## src/hdl/json_token_lexer_core_defines.svh

```systemverilog
// assertion helpers for the json lexer
`ifndef JSON_TOKEN_LEXER_CORE_DEFINES_SVH
`define JSON_TOKEN_LEXER_CORE_DEFINES_SVH

// condition holds on every clock edge out of reset
`define JTL_ASSERT_ALWAYS(lbl, cond, msg) \
  lbl: assert property (@(posedge clk) disable iff (!rst_n) (cond)) else $error(msg);

// same-cycle implication
`define JTL_ASSERT_IMPL(lbl, pre, post, msg) \
  lbl: assert property (@(posedge clk) disable iff (!rst_n) (pre) |-> (post)) \
    else $error(msg);

// next-cycle implication
`define JTL_ASSERT_NEXT(lbl, pre, post, msg) \
  lbl: assert property (@(posedge clk) disable iff (!rst_n) (pre) |=> (post)) \
    else $error(msg);

`endif

```

## src/hdl/jtl_pkg.sv

```systemverilog
`default_nettype none
package jtl_pkg;

  localparam int FIFO_DEPTH = 4;
  localparam int PTR_W      = $clog2(FIFO_DEPTH);
  localparam int CNT_W      = PTR_W + 1;

  localparam logic [3:0] KIND_OBJ_OPEN  = 4'd0;
  localparam logic [3:0] KIND_OBJ_CLOSE = 4'd1;
  localparam logic [3:0] KIND_ARR_OPEN  = 4'd2;
  localparam logic [3:0] KIND_ARR_CLOSE = 4'd3;
  localparam logic [3:0] KIND_SEP       = 4'd4;
  localparam logic [3:0] KIND_NUMBER    = 4'd5;
  localparam logic [3:0] KIND_PRIM      = 4'd6;
  localparam logic [3:0] KIND_STRING    = 4'd7;
  localparam logic [3:0] KIND_UNKNOWN   = 4'd8;

  localparam logic [1:0] WSEL_TRUE  = 2'd0;
  localparam logic [1:0] WSEL_FALSE = 2'd1;
  localparam logic [1:0] WSEL_NULL  = 2'd2;

  localparam logic [7:0] CH_NUL    = 8'h00;
  localparam logic [7:0] CH_ZERO   = 8'h30;
  localparam logic [7:0] CH_NINE   = 8'h39;
  localparam logic [7:0] CH_DOT    = 8'h2E;
  localparam logic [7:0] CH_MINUS  = 8'h2D;
  localparam logic [7:0] CH_BSLASH = 8'h5C;
  localparam logic [7:0] CH_QUOTE  = 8'h22;
  localparam logic [7:0] CH_SLASH  = 8'h2F;

  typedef struct packed {
    logic [3:0] kind;
    logic [7:0] value;
    logic       has;
    logic       first;
    logic       last;
    logic       err;
    logic       done;
    logic       run_last;
  } res_t;

  function automatic res_t mk_res(logic [3:0] kind, logic [7:0] value, logic has,
                                  logic first, logic last, logic err, logic done);
    res_t r;
    r.kind     = kind;
    r.value    = value;
    r.has      = has;
    r.first    = first;
    r.last     = last;
    r.err      = err;
    r.done     = done;
    r.run_last = 1'b0;
    return r;
  endfunction

  function automatic logic [2:0] word_len(logic [1:0] sel);
    logic [2:0] n;
    n = (sel == WSEL_FALSE) ? 3'd5 : 3'd4;
    return n;
  endfunction

  function automatic logic [7:0] word_char(logic [1:0] sel, logic [2:0] pos);
    logic [7:0] ch;
    ch = CH_NUL;
    unique case (sel)
      WSEL_TRUE: begin
        unique case (pos)
          3'd0: ch = "t";
          3'd1: ch = "r";
          3'd2: ch = "u";
          3'd3: ch = "e";
          default: ch = CH_NUL;
        endcase
      end
      WSEL_FALSE: begin
        unique case (pos)
          3'd0: ch = "f";
          3'd1: ch = "a";
          3'd2: ch = "l";
          3'd3: ch = "s";
          3'd4: ch = "e";
          default: ch = CH_NUL;
        endcase
      end
      default: begin
        unique case (pos)
          3'd0: ch = "n";
          3'd1: ch = "u";
          3'd2: ch = "l";
          3'd3: ch = "l";
          default: ch = CH_NUL;
        endcase
      end
    endcase
    return ch;
  endfunction

endpackage
`default_nettype wire

```

## src/hdl/json_token_lexer_core.sv

```systemverilog
// json_token_lexer_core
// streaming JSON lexer, one text byte per input transaction, byte 0 ends the text.
// input channel: in_valid / in_stall / in_text_byte. output channel: out_valid /
// out_stall and one port per result field; each output transaction is one token
// character or marker, tagged with kind, first/last marks and error/done flags.
// a byte yields zero, one or two results (two when the byte that ends a number
// also starts a token, ends the text or fails, or for a two-character escape).
// the results of a byte are registered in the result queue when the byte is
// accepted and are offered from its head. a byte is taken every cycle while the
// 4-entry result queue has room for two results; with one result per byte and
// no stall the rate is one byte per cycle.
// a stalled receiver holds the queue head steady; the queue then fills and
// in_stall rises once fewer than two free entries remain.
// reset (synchronous, rst_n low) empties the queue and returns the lexer to
// idle between tokens. after a lexing error the block drops every byte until
// the end of text, which then yields one done result.
`default_nettype none
`include "json_token_lexer_core_defines.svh"
module json_token_lexer_core
  import jtl_pkg::*;
(
  input  wire logic       clk,
  input  wire logic       rst_n,
  input  wire logic       in_valid,
  output logic            in_stall,
  input  wire logic [7:0] in_text_byte,
  output logic            out_valid,
  input  wire logic       out_stall,
  output logic [3:0]      out_token_kind,
  output logic [7:0]      out_value_byte,
  output logic            out_has_byte,
  output logic            out_token_first,
  output logic            out_token_last,
  output logic            out_lex_error,
  output logic            out_text_done,
  output logic            out_last_of_run
);

  typedef enum logic [3:0] {
    ST_IDLE, ST_MINUS, ST_ZERO, ST_INT, ST_DOT, ST_FRAC, ST_WORD, ST_STR, ST_ESC, ST_HALT
  } mode_t;

  mode_t            mode_r, mode_nxt;
  logic [1:0]       sel_r, sel_nxt;
  logic [2:0]       pos_r, pos_nxt;

  res_t             fifo_r [FIFO_DEPTH];
  logic [PTR_W-1:0] wr_r, rd_r;
  logic [CNT_W-1:0] cnt_r, cnt_nxt;

  logic             in_acc, out_acc;
  logic [7:0]       c;
  logic             is_dig;
  logic [1:0]       push_n;
  res_t             r0, r1;

  // idle-side token start, also used right after a number closes
  logic             idle_emit, idle_word;
  res_t             idle_res;
  mode_t            idle_mode;
  logic [1:0]       idle_sel;

  res_t             fail_res, end_res, num_res, close_res;
  mode_t            fail_mode;
  logic [2:0]       pos_inc;
  logic [1:0]       close_n;

  assign in_acc   = in_valid && !in_stall;
  assign out_acc  = out_valid && !out_stall;
  assign in_stall = (cnt_r > CNT_W'(FIFO_DEPTH - 2));
  assign c        = in_text_byte;
  assign is_dig   = (c >= CH_ZERO) && (c <= CH_NINE);
  assign pos_inc  = pos_r + 3'd1;

  always_comb begin
    fail_res  = mk_res(KIND_UNKNOWN, CH_NUL, 1'b0, 1'b1, 1'b1, 1'b1, c == CH_NUL);
    fail_mode = (c == CH_NUL) ? ST_IDLE : ST_HALT;
    end_res   = mk_res(KIND_UNKNOWN, CH_NUL, 1'b0, 1'b0, 1'b0, 1'b0, 1'b1);
    num_res   = mk_res(KIND_NUMBER, c, 1'b1, 1'b0, 1'b0, 1'b0, 1'b0);
    close_res = mk_res(KIND_NUMBER, CH_NUL, 1'b0, 1'b0, 1'b1, 1'b0, 1'b0);
  end

  always_comb begin
    idle_emit = 1'b1;
    idle_word = 1'b0;
    idle_sel  = WSEL_TRUE;
    idle_mode = ST_IDLE;
    idle_res  = mk_res(KIND_SEP, c, 1'b1, 1'b1, 1'b1, 1'b0, 1'b0);
    unique case (c)
      CH_NUL: idle_res = end_res;
      8'h20, 8'h09, 8'h0A, 8'h0D: idle_emit = 1'b0;
      "{": idle_res.kind = KIND_OBJ_OPEN;
      "}": idle_res.kind = KIND_OBJ_CLOSE;
      "[": idle_res.kind = KIND_ARR_OPEN;
      "]": idle_res.kind = KIND_ARR_CLOSE;
      ",", ":": idle_res.kind = KIND_SEP;
      CH_MINUS: begin
        idle_res  = mk_res(KIND_NUMBER, c, 1'b1, 1'b1, 1'b0, 1'b0, 1'b0);
        idle_mode = ST_MINUS;
      end
      "t", "f", "n": begin
        idle_res  = mk_res(KIND_PRIM, c, 1'b1, 1'b1, 1'b0, 1'b0, 1'b0);
        idle_mode = ST_WORD;
        idle_word = 1'b1;
        idle_sel  = (c == "t") ? WSEL_TRUE : ((c == "f") ? WSEL_FALSE : WSEL_NULL);
      end
      CH_QUOTE: begin
        idle_res  = mk_res(KIND_STRING, CH_NUL, 1'b0, 1'b1, 1'b0, 1'b0, 1'b0);
        idle_mode = ST_STR;
      end
      default: begin
        if (is_dig) begin
          idle_res  = mk_res(KIND_NUMBER, c, 1'b1, 1'b1, 1'b0, 1'b0, 1'b0);
          idle_mode = (c == CH_ZERO) ? ST_ZERO : ST_INT;
        end else begin
          idle_res  = fail_res;
          idle_mode = fail_mode;
        end
      end
    endcase
  end

  always_comb begin
    close_n  = idle_emit ? 2'd2 : 2'd1;
    push_n   = 2'd0;
    r0       = fail_res;
    r1       = idle_res;
    mode_nxt = mode_r;
    sel_nxt  = sel_r;
    pos_nxt  = pos_r;
    unique case (mode_r)
      ST_MINUS: begin
        push_n = 2'd1;
        if (is_dig) begin
          r0       = num_res;
          mode_nxt = (c == CH_ZERO) ? ST_ZERO : ST_INT;
        end else begin
          mode_nxt = fail_mode;
        end
      end
      ST_ZERO, ST_INT, ST_FRAC: begin
        if (is_dig && mode_r != ST_ZERO) begin
          push_n = 2'd1;
          r0     = num_res;
        end else if (c == CH_DOT && mode_r != ST_FRAC) begin
          push_n   = 2'd1;
          r0       = num_res;
          mode_nxt = ST_DOT;
        end else begin
          push_n   = close_n;
          r0       = close_res;
          mode_nxt = idle_mode;
          if (idle_word) begin
            sel_nxt = idle_sel;
            pos_nxt = 3'd1;
          end
        end
      end
      ST_DOT: begin
        push_n = 2'd1;
        if (is_dig) begin
          r0       = num_res;
          mode_nxt = ST_FRAC;
        end else begin
          mode_nxt = fail_mode;
        end
      end
      ST_WORD: begin
        push_n = 2'd1;
        if (pos_r < word_len(sel_r) && c == word_char(sel_r, pos_r)) begin
          r0 = mk_res(KIND_PRIM, c, 1'b1, 1'b0, 1'b0, 1'b0, 1'b0);
          if (pos_inc >= word_len(sel_r)) begin
            r0.last  = 1'b1;
            mode_nxt = ST_IDLE;
            pos_nxt  = 3'd0;
          end else begin
            pos_nxt = pos_inc;
          end
        end else begin
          pos_nxt  = 3'd0;
          mode_nxt = fail_mode;
        end
      end
      ST_STR: begin
        priority if (c == CH_NUL) begin
          push_n   = 2'd1;
          mode_nxt = fail_mode;
        end else if (c == CH_QUOTE) begin
          push_n   = 2'd1;
          r0       = mk_res(KIND_STRING, CH_NUL, 1'b0, 1'b0, 1'b1, 1'b0, 1'b0);
          mode_nxt = ST_IDLE;
        end else if (c == CH_BSLASH) begin
          mode_nxt = ST_ESC;
        end else begin
          push_n = 2'd1;
          r0     = mk_res(KIND_STRING, c, 1'b1, 1'b0, 1'b0, 1'b0, 1'b0);
        end
      end
      ST_ESC: begin
        if (c == CH_BSLASH || c == CH_QUOTE || c == CH_SLASH) begin
          push_n   = 2'd1;
          r0       = mk_res(KIND_STRING, c, 1'b1, 1'b0, 1'b0, 1'b0, 1'b0);
          mode_nxt = ST_STR;
        end else if (c == "b" || c == "f" || c == "n" || c == "r" ||
                     c == "t" || c == "u") begin
          push_n   = 2'd2;
          r0       = mk_res(KIND_STRING, CH_BSLASH, 1'b1, 1'b0, 1'b0, 1'b0, 1'b0);
          r1       = mk_res(KIND_STRING, c, 1'b1, 1'b0, 1'b0, 1'b0, 1'b0);
          mode_nxt = ST_STR;
        end else begin
          push_n   = 2'd1;
          mode_nxt = fail_mode;
        end
      end
      ST_HALT: begin
        if (c == CH_NUL) begin
          push_n   = 2'd1;
          r0       = end_res;
          mode_nxt = ST_IDLE;
        end
      end
      default: begin
        push_n   = idle_emit ? 2'd1 : 2'd0;
        r0       = idle_res;
        mode_nxt = idle_mode;
        if (idle_word) begin
          sel_nxt = idle_sel;
          pos_nxt = 3'd1;
        end
      end
    endcase
    if (push_n == 2'd1) begin
      r0.run_last = 1'b1;
    end
    if (push_n == 2'd2) begin
      r1.run_last = 1'b1;
    end
  end

  assign cnt_nxt = cnt_r + (in_acc ? CNT_W'(push_n) : CNT_W'(0)) - CNT_W'(out_acc);

  always_ff @(posedge clk) begin
    if (!rst_n) begin
      mode_r <= ST_IDLE;
      sel_r  <= WSEL_TRUE;
      pos_r  <= 3'd0;
      wr_r   <= '0;
      rd_r   <= '0;
      cnt_r  <= '0;
    end else begin
      if (in_acc) begin
        mode_r <= mode_nxt;
        sel_r  <= sel_nxt;
        pos_r  <= pos_nxt;
        wr_r   <= wr_r + PTR_W'(push_n);
      end
      if (out_acc) begin
        rd_r <= rd_r + PTR_W'(1);
      end
      cnt_r <= cnt_nxt;
    end
  end

  always_ff @(posedge clk) begin
    if (in_acc && push_n != 2'd0) begin
      fifo_r[wr_r] <= r0;
    end
    if (in_acc && push_n == 2'd2) begin
      fifo_r[wr_r + PTR_W'(1)] <= r1;
    end
  end

  assign out_valid       = (cnt_r != '0);
  assign out_token_kind  = fifo_r[rd_r].kind;
  assign out_value_byte  = fifo_r[rd_r].value;
  assign out_has_byte    = fifo_r[rd_r].has;
  assign out_token_first = fifo_r[rd_r].first;
  assign out_token_last  = fifo_r[rd_r].last;
  assign out_lex_error   = fifo_r[rd_r].err;
  assign out_text_done   = fifo_r[rd_r].done;
  assign out_last_of_run = fifo_r[rd_r].run_last;

  `JTL_ASSERT_ALWAYS(a_cnt_bound, cnt_r <= CNT_W'(FIFO_DEPTH), "result queue overflow")
  `JTL_ASSERT_IMPL(a_err_marks, out_valid && out_lex_error,
    out_token_first && out_token_last && !out_has_byte, "error transaction marks wrong")
  `JTL_ASSERT_IMPL(a_done_ends_run, out_valid && out_text_done, out_last_of_run,
    "done transaction not last of run")
  `JTL_ASSERT_NEXT(a_halt_quiet, in_acc && mode_r == ST_HALT && c != CH_NUL,
    mode_r == ST_HALT && cnt_r <= $past(cnt_r), "halted lexer produced a result")

endmodule
`default_nettype wire

```

## config.mk

```make
export PLATFORM = sky130hd
export DESIGN_NAME = json_token_lexer_core
export DESIGN_NICKNAME = d
export VERILOG_FILES = /design/src/hdl/jtl_pkg.sv /design/src/hdl/json_token_lexer_core.sv
export VERILOG_INCLUDE_DIRS = /design/src /design/src/hdl
export SDC_FILE = /design/constraint.sdc
export NUM_CORES = 1
export LEC_CHECK = 0
export BUFFER_PORTS_ARGS = -buffer_cell sky130_fd_sc_hd__buf_2
export CORE_MARGIN = 5
export CORE_UTILIZATION = 65
export CTS_CLUSTER_DIAMETER = 30
export DETAILED_ROUTE_END_ITERATION = 12
export GPL_TIMING_DRIVEN = 0
export PLACE_DENSITY_LB_ADDON = 0.05
export SETUP_SLACK_MARGIN = 0.5
export SLEW_MARGIN = 20
export SYNTH_ARGS = -nofsm -noshare
export SYNTH_HDL_FRONTEND = slang
export SYNTH_SLANG_ARGS = --single-unit
```

## constraint.sdc

```tcl
create_clock -name clk -period 9.5 [get_ports clk]
set_input_delay 0.475 -clock clk [delete_from_list [all_inputs] [get_ports clk]]
set_output_delay 0.475 -clock clk [all_outputs]
set_load 0.01 [all_outputs]
```

Yosys cells after proc, flatten, opt, wreduce, memory -nomap -nowiden
Memories as Yosys holds them, arrays and structs flattened. A register that Yosys moved wholly into a read port is not among the register bits.
Cells that the tools add are included.
{"block": "totals", "out_inout_bits": 20, "ramBits": 72, "rom_bits": 0, "word_cells": 177, "latchBits": 0, "register_bits": 16, "memories": 1}
{"block": "classes", "n_lt_le_gt_ge": 5, "n_div": 0, "n_reduce_logical": 37, "n_eq_ne": 46, "shifts": 0, "multipliers": 0, "addsub": 6, "bitwise": 2, "mux": 74}
{"name": "fifo_r", "words": 4, "width": 18, "rd": 1, "rd_clocked_by_memory_dff": 1, "write_ports": 2, "line_no": "json_token_lexer_core.sv:47", "source": "res_t fifo_r [FIFO_DEPTH];"}
{"operator": "$mux W18", "count": 11}
{"operator": "$pmux W18 S6", "count": 1}
{"operator": "$eq A8 B7 Y1 const B", "count": 11}
{"operator": "$eq A8 B6 Y1 const B", "count": 8}
{"operator": "$pmux W14 S4", "count": 1}
{"operator": "$mux W4", "count": 13}
{"operator": "$pmux W4 S9", "count": 1}
{"operator": "$pmux W7 S5", "count": 1}
{"operator": "$mux W14", "count": 2}
{"operator": "$mux W2", "count": 14}
{"operator": "$pmux W4 S7", "count": 1}
{"operator": "$pmux W7 S4", "count": 1}
{"operator": "$eq A8 B4 Y1 const B", "count": 3}
{"operator": "$pmux W7 S3", "count": 1}
{"operator": "$eq A4 B3 Y1 const B", "count": 4}
{"operator": "$pmux W4 S4", "count": 1}
{"operator": "$pmux W8 S2", "count": 1}
{"operator": "$mux W1", "count": 15}
{"operator": "$mux W3", "count": 5}
{"operator": "$reduce_or A6 Y1", "count": 2}
{"operator": "$reduce_or A11 Y1", "count": 1}
{"operator": "$pmux W2 S5", "count": 1}
{"operator": "$reduce_or A10 Y1", "count": 1}
{"operator": "$pmux W3 S3", "count": 1}
{"operator": "42 further kinds", "count": 69}

Longest topological paths before layout
{"block": "depth", "word_depth": 13, "depth_mapped": 17, "depth_no_buf": 15}

Worst setup path before layout
Ideal clock, no wire load.
{"block": "synth_path", "path_type": "input to register", "from": "in in_text_byte[4]", "to": "mem fifo_r[2][0] (netlist name) (enable)", "cell_stages": 10, "slack_ps": 5575, "setup_time_ps": 421, "arrival_ps": 3503, "path_cell_list": "buf_2 -> nor4_1 -> and2_1 -> buf_4 -> a21oi_1 -> a311oi_1 -> o32ai_2 -> inv_2 -> nor2_1 -> a211oi_1"}
{"element": "start, declared", "line_no": "json_token_lexer_core.sv:26", "source": "input wire logic [7:0] in_text_byte,"}
{"element": "end, declared", "line_no": "json_token_lexer_core.sv:47"}

Worst setup path in the final report
{"block": "layout_path", "from": "in in_text_byte[1]", "to": "reg cnt_r[2]"}
{"block": "layout_between", "elab_chain_cells": 12, "word_cells_on_any_way": 42, "classes_between": "2 x add/sub; 2 x order compare; 14 x eq/ne; 12 x mux; 12 x reduce/logical"}
{"element": "$eq A8 B7 Y1", "line_no": "json_token_lexer_core.sv:204", "source": "end else if (c == \"b\" || c == \"f\" || c == \"n\" || c == \"r\" ||"}
{"element": "$logic_or A1 B1 Y1 (4 in series)", "line_no": "json_token_lexer_core.sv:204"}
{"element": "$logic_or A1 B1 Y1", "line_no": "json_token_lexer_core.sv:205", "source": "c == \"t\" || c == \"u\") begin"}
{"element": "$mux W2", "line_no": "json_token_lexer_core.sv:204"}
{"element": "$mux W2", "line_no": "json_token_lexer_core.sv:200", "source": "if (c == CH_BSLASH || c == CH_QUOTE || c == CH_SLASH) begin"}
{"element": "$pmux W2 S5 *", "line_no": "json_token_lexer_core.sv:131", "source": "unique case (mode_r)"}
{"element": "$mux W2 *", "line_no": "json_token_lexer_core.sv:240", "source": "assign cnt_nxt = cnt_r + (in_acc ? CNT_W'(push_n) : CNT_W'(0)) - CNT_W'(out_acc);"}
{"element": "$add A3 B2 Y3 *", "line_no": "json_token_lexer_core.sv:240"}
{"element": "$sub A3 B1 Y3 *", "line_no": "json_token_lexer_core.sv:240"}
{"element": "end signal, assigned", "line_no": "json_token_lexer_core.sv:260", "source": "cnt_r <= cnt_nxt;"}
{"element": "end, declared", "line_no": "json_token_lexer_core.sv:49", "source": "logic [CNT_W-1:0] cnt_r, cnt_nxt;"}
Mark *: on every way between the ends. The rest lies on a longest branch, timed or not.
A chain may end at the register's enable or synchronous reset.

==> out/metrics.yaml <==
clk_pin_slew_ns: 0.09
ys_warn_count: 0
rows: 35
maxSlewHeadroom_pct: 39.6
run_status: "finished clean"
overflow: 0
crit_chain: "buf_2, buf_2, buf_2, nor2_1, nand4_1, o31ai_1, a311oi_1, o32ai_2, inv_2, nand2_1, ha_1, inv_1, ha_1, inv_1, fa_1, xnor2_1, xnor2_1, nor2_1"
reg2reg_depth: 16
synth-edff-count: 72
worstSetupPathDepth: 18
dr.max_layer_used: "met4"
n_fill_cell: 697
htree_levels: 3
worstHoldStart: "rst_n"
place_congestion: 0.934
syn_inst: 599
crit_type: "in -> reg"
r2r_end: "cnt_r[2]"
hold_class: "in -> reg"
syn_area_per_cell_sq_um: 10.1
dp_hpwl_um: 12600
drcViolationCount: 0
ios: 32
grt_max_degree: 19
cts_hold_buffers: 0
cts.path.max_buffers: 2
grt_pass1_vias: 5198
routedWlPerCell_um: 22.1
post-route-period-util_pct: 40.4
required_ns: 9.73
critPathMaxFanout: 10
slowest_delay_ns: 0.58
dp_cells: 745
viasPerCell: 6.90
die_width_um: 107
setup-tns-final_ns: 0
n_antenna_cell: 0
critical_path.endpoint: "cnt_r[2]"
multi_input_area_sq_um: 3250
timing.rr.start: "mode_r[0]"
power.leakage_uw: 0.00237
ant_nets: 0
final_nets: 669
cts_tree: "built"
fin_crit_ns: 3.84
grt_first_pass_wirelength_um: 27000
cts_resized: 0
skew_ns: 0.0154
synth_fp_nets: 623
drive_gt1_share_pct: 19.0
min_path_cells: 2
cts_root_buf: "clkbuf_8"
worstSkewPairLatency_ns: 0.35
max_slew.worst_pin.slew_ns: 0.904
synth_ff_type: "edfxtp_1"
track_usage_pct: 30.2
synth_area_sq_um: 6060
worstPathArrival_ns: 4.07
wl_met3_um: 1560
startpoint: "in_text_byte[1]"
drt-initial-drc-count: 562
finalNonFillerCells: 760
setup_viol: 0
cts_buffers: 9
routed_wl_um: 16800
vias: 5247
cap_violations: 0
synth-seq-area-share_pct: 41.6
hold_violations: 0
design.core.area_sq_um: 9150
die_h_um: 107
wl_met1_um: 6570
wl_met2_um: 8210
final-seq-area_sq_um: 2520
area_growth_pct: 8.54
reg2reg_slack_ns: 5.77
crit_path_end_kind: "flop"
ir_drop_uv: 156
report.final.slew_viol_count: 0
antenna_found_initial: 0
initial_core_util_pct: 66.2
postCtsSetupBuffers: 0
rsz0062_at_grt: "no"
synthArstFlopShare_pct: 0
port_buffers: 31
dieArea_sq_um: 11400
clock-sinks: 90
ys_ff_latch: 90
crit_family: "compound AO/OA/AOI/OAI gates"
synth_cell_types: 82
p_per_area_nw_per_um2: 244
slowest_stage: "o32ai_2"
drt_pass1_iterations: 7
worstSetupStartpointType: "input port"
crit_path_frequent_cell: "buf_2"
cp_num_buf_inv: 6
max_freq_mhz: 261
holdWs_ns: 0.429
worst register-to-register path: cells and delay by family, from the launching register on:
| kind | cells | cell delay (ns) |
|---|---|---|
| flip-flops | 1 | 0.32 |
| XOR/XNOR | 2 | 0.32 |
| AND/OR/NAND/NOR | 4 | 0.67 |
| buffers and inverters | 4 | 0.60 |
| adder cells (fa/ha/maj) | 3 | 0.73 |
| AO/OA/AOI/OAI | 3 | 0.98 |
where the power goes:
part | internal (uW) | total (uW) | switching [uW]
logic | 306 | 790 | 483
registers | 553 | 580 | 27.0
clock network | 94.8 | 235 | 140
layer usage:
layer	track usage (%)	vias to the layer above
met5	0	-
met4	10.1	0
met3	5.42	41
met2	51.7	305
met1	38.9	2503
li1	-	2398
metrics by stage:
step                setup WS, ns  cell area, sq um  total power [uW]  utilization, %
finish                      5.66              6580              1600            71.9
global route                5.37              6580              1690            71.9
CTS                         5.71              6580              1600            71.9
detailed placement          5.34              6410              1370            70.1
global placement            3.99              6360              1330            69.5
floorplan                   5.58              6060              1130               -
kinds of logic after synthesis:
kind of cell	Yosys count	synth area share (%)
AO/OA/AOI/OAI	198	23.4
XOR/XNOR	10	1.44
adder cells (fa/ha/maj)	12	2.60
buffers and inverters	65	5.10
flip-flops	90	41.6
multiplexers	28	8.34
AND/OR/NAND/NOR	196	17.6
cells in the final DEF, fill, tap and decap left out, types with 7 or more instances in the layout:
master	count
mux4_2	18
nor2b_1	13
clkbuf_8	9
o21ai_1	14
dfxtp_1	18
nand2b_1	10
and2_1	8
inv_1	16
a31oi_1	18
nor3_1	15
nand4_1	8
mux2i_1	10
o21ai_0	31
buf_6	7
o31ai_1	9
ha_1	11
clkbuf_1	23
nand3_1	11
edfxtp_1	72
o21a_1	10
a21boi_0	8
nand2_1	59
nor2_1	33
a21oi_1	39
buf_2	44
a211oi_1	7
layout make-up:
class | count | area share [%]
Timing Repair Buffer | 35 | 2.93
Tap cell | 111 | 2.11
Sequential cell | 90 | 38.3
Clock inverter | 6 | 0.646
Buffer | 48 | 3.73
Clock buffer | 9 | 1.88
Inverter | 17 | 0.970
Multi-Input combinational cell | 444 | 49.4
worst min path at each step:
stage	endpoint	slack [ns]
6_report	mode_r[2]	0.43
5_1_grt	pos_r[2]	0.42
4_1_cts	pos_r[2]	0.41
3_5_place_dp	cnt_r[2]	0.53
3_3_place_gp	flop	0.51
2_1_floorplan	flop	0.48
Yosys cell counts (all sizes together) (5+ instances only):
cell type | instances | area share, %
a211oi | 15 | 2.6
a21boi | 8 | 0.99
a21oi | 39 | 3.2
a22oi | 5 | 0.62
a31oi | 18 | 1.9
and2 | 11 | 1.1
buf | 25 | 2.6
clkbuf | 23 | 1.4
dfxtp | 18 | 5.9
edfxtp | 72 | 36
ha | 11 | 2.3
inv | 17 | 1.1
mux2i | 10 | 1.7
mux4 | 18 | 6.7
nand2 | 59 | 3.7
nand2b | 11 | 1.3
nand3 | 12 | 1.2
nand4 | 8 | 0.83
nor2 | 34 | 2.1
nor2b | 13 | 1.3
nor3 | 16 | 1.3
nor4 | 6 | 0.87
o211ai | 5 | 0.85
o21a | 10 | 1.2
o21ai | 47 | 4.0
o22ai | 5 | 0.52
o31ai | 9 | 1.1
xnor2 | 5 | 0.72
xor2 | 5 | 0.72
sequential cells by signal (all words and copies together) (netlist names), named ones only:
signal  flops
fifo_r     72
mode_r      4
cnt_r       3
pos_r       3
rd_r        2
sel_r       2
wr_r        2
No activity file was read; power rests on OpenSTA's default activity.
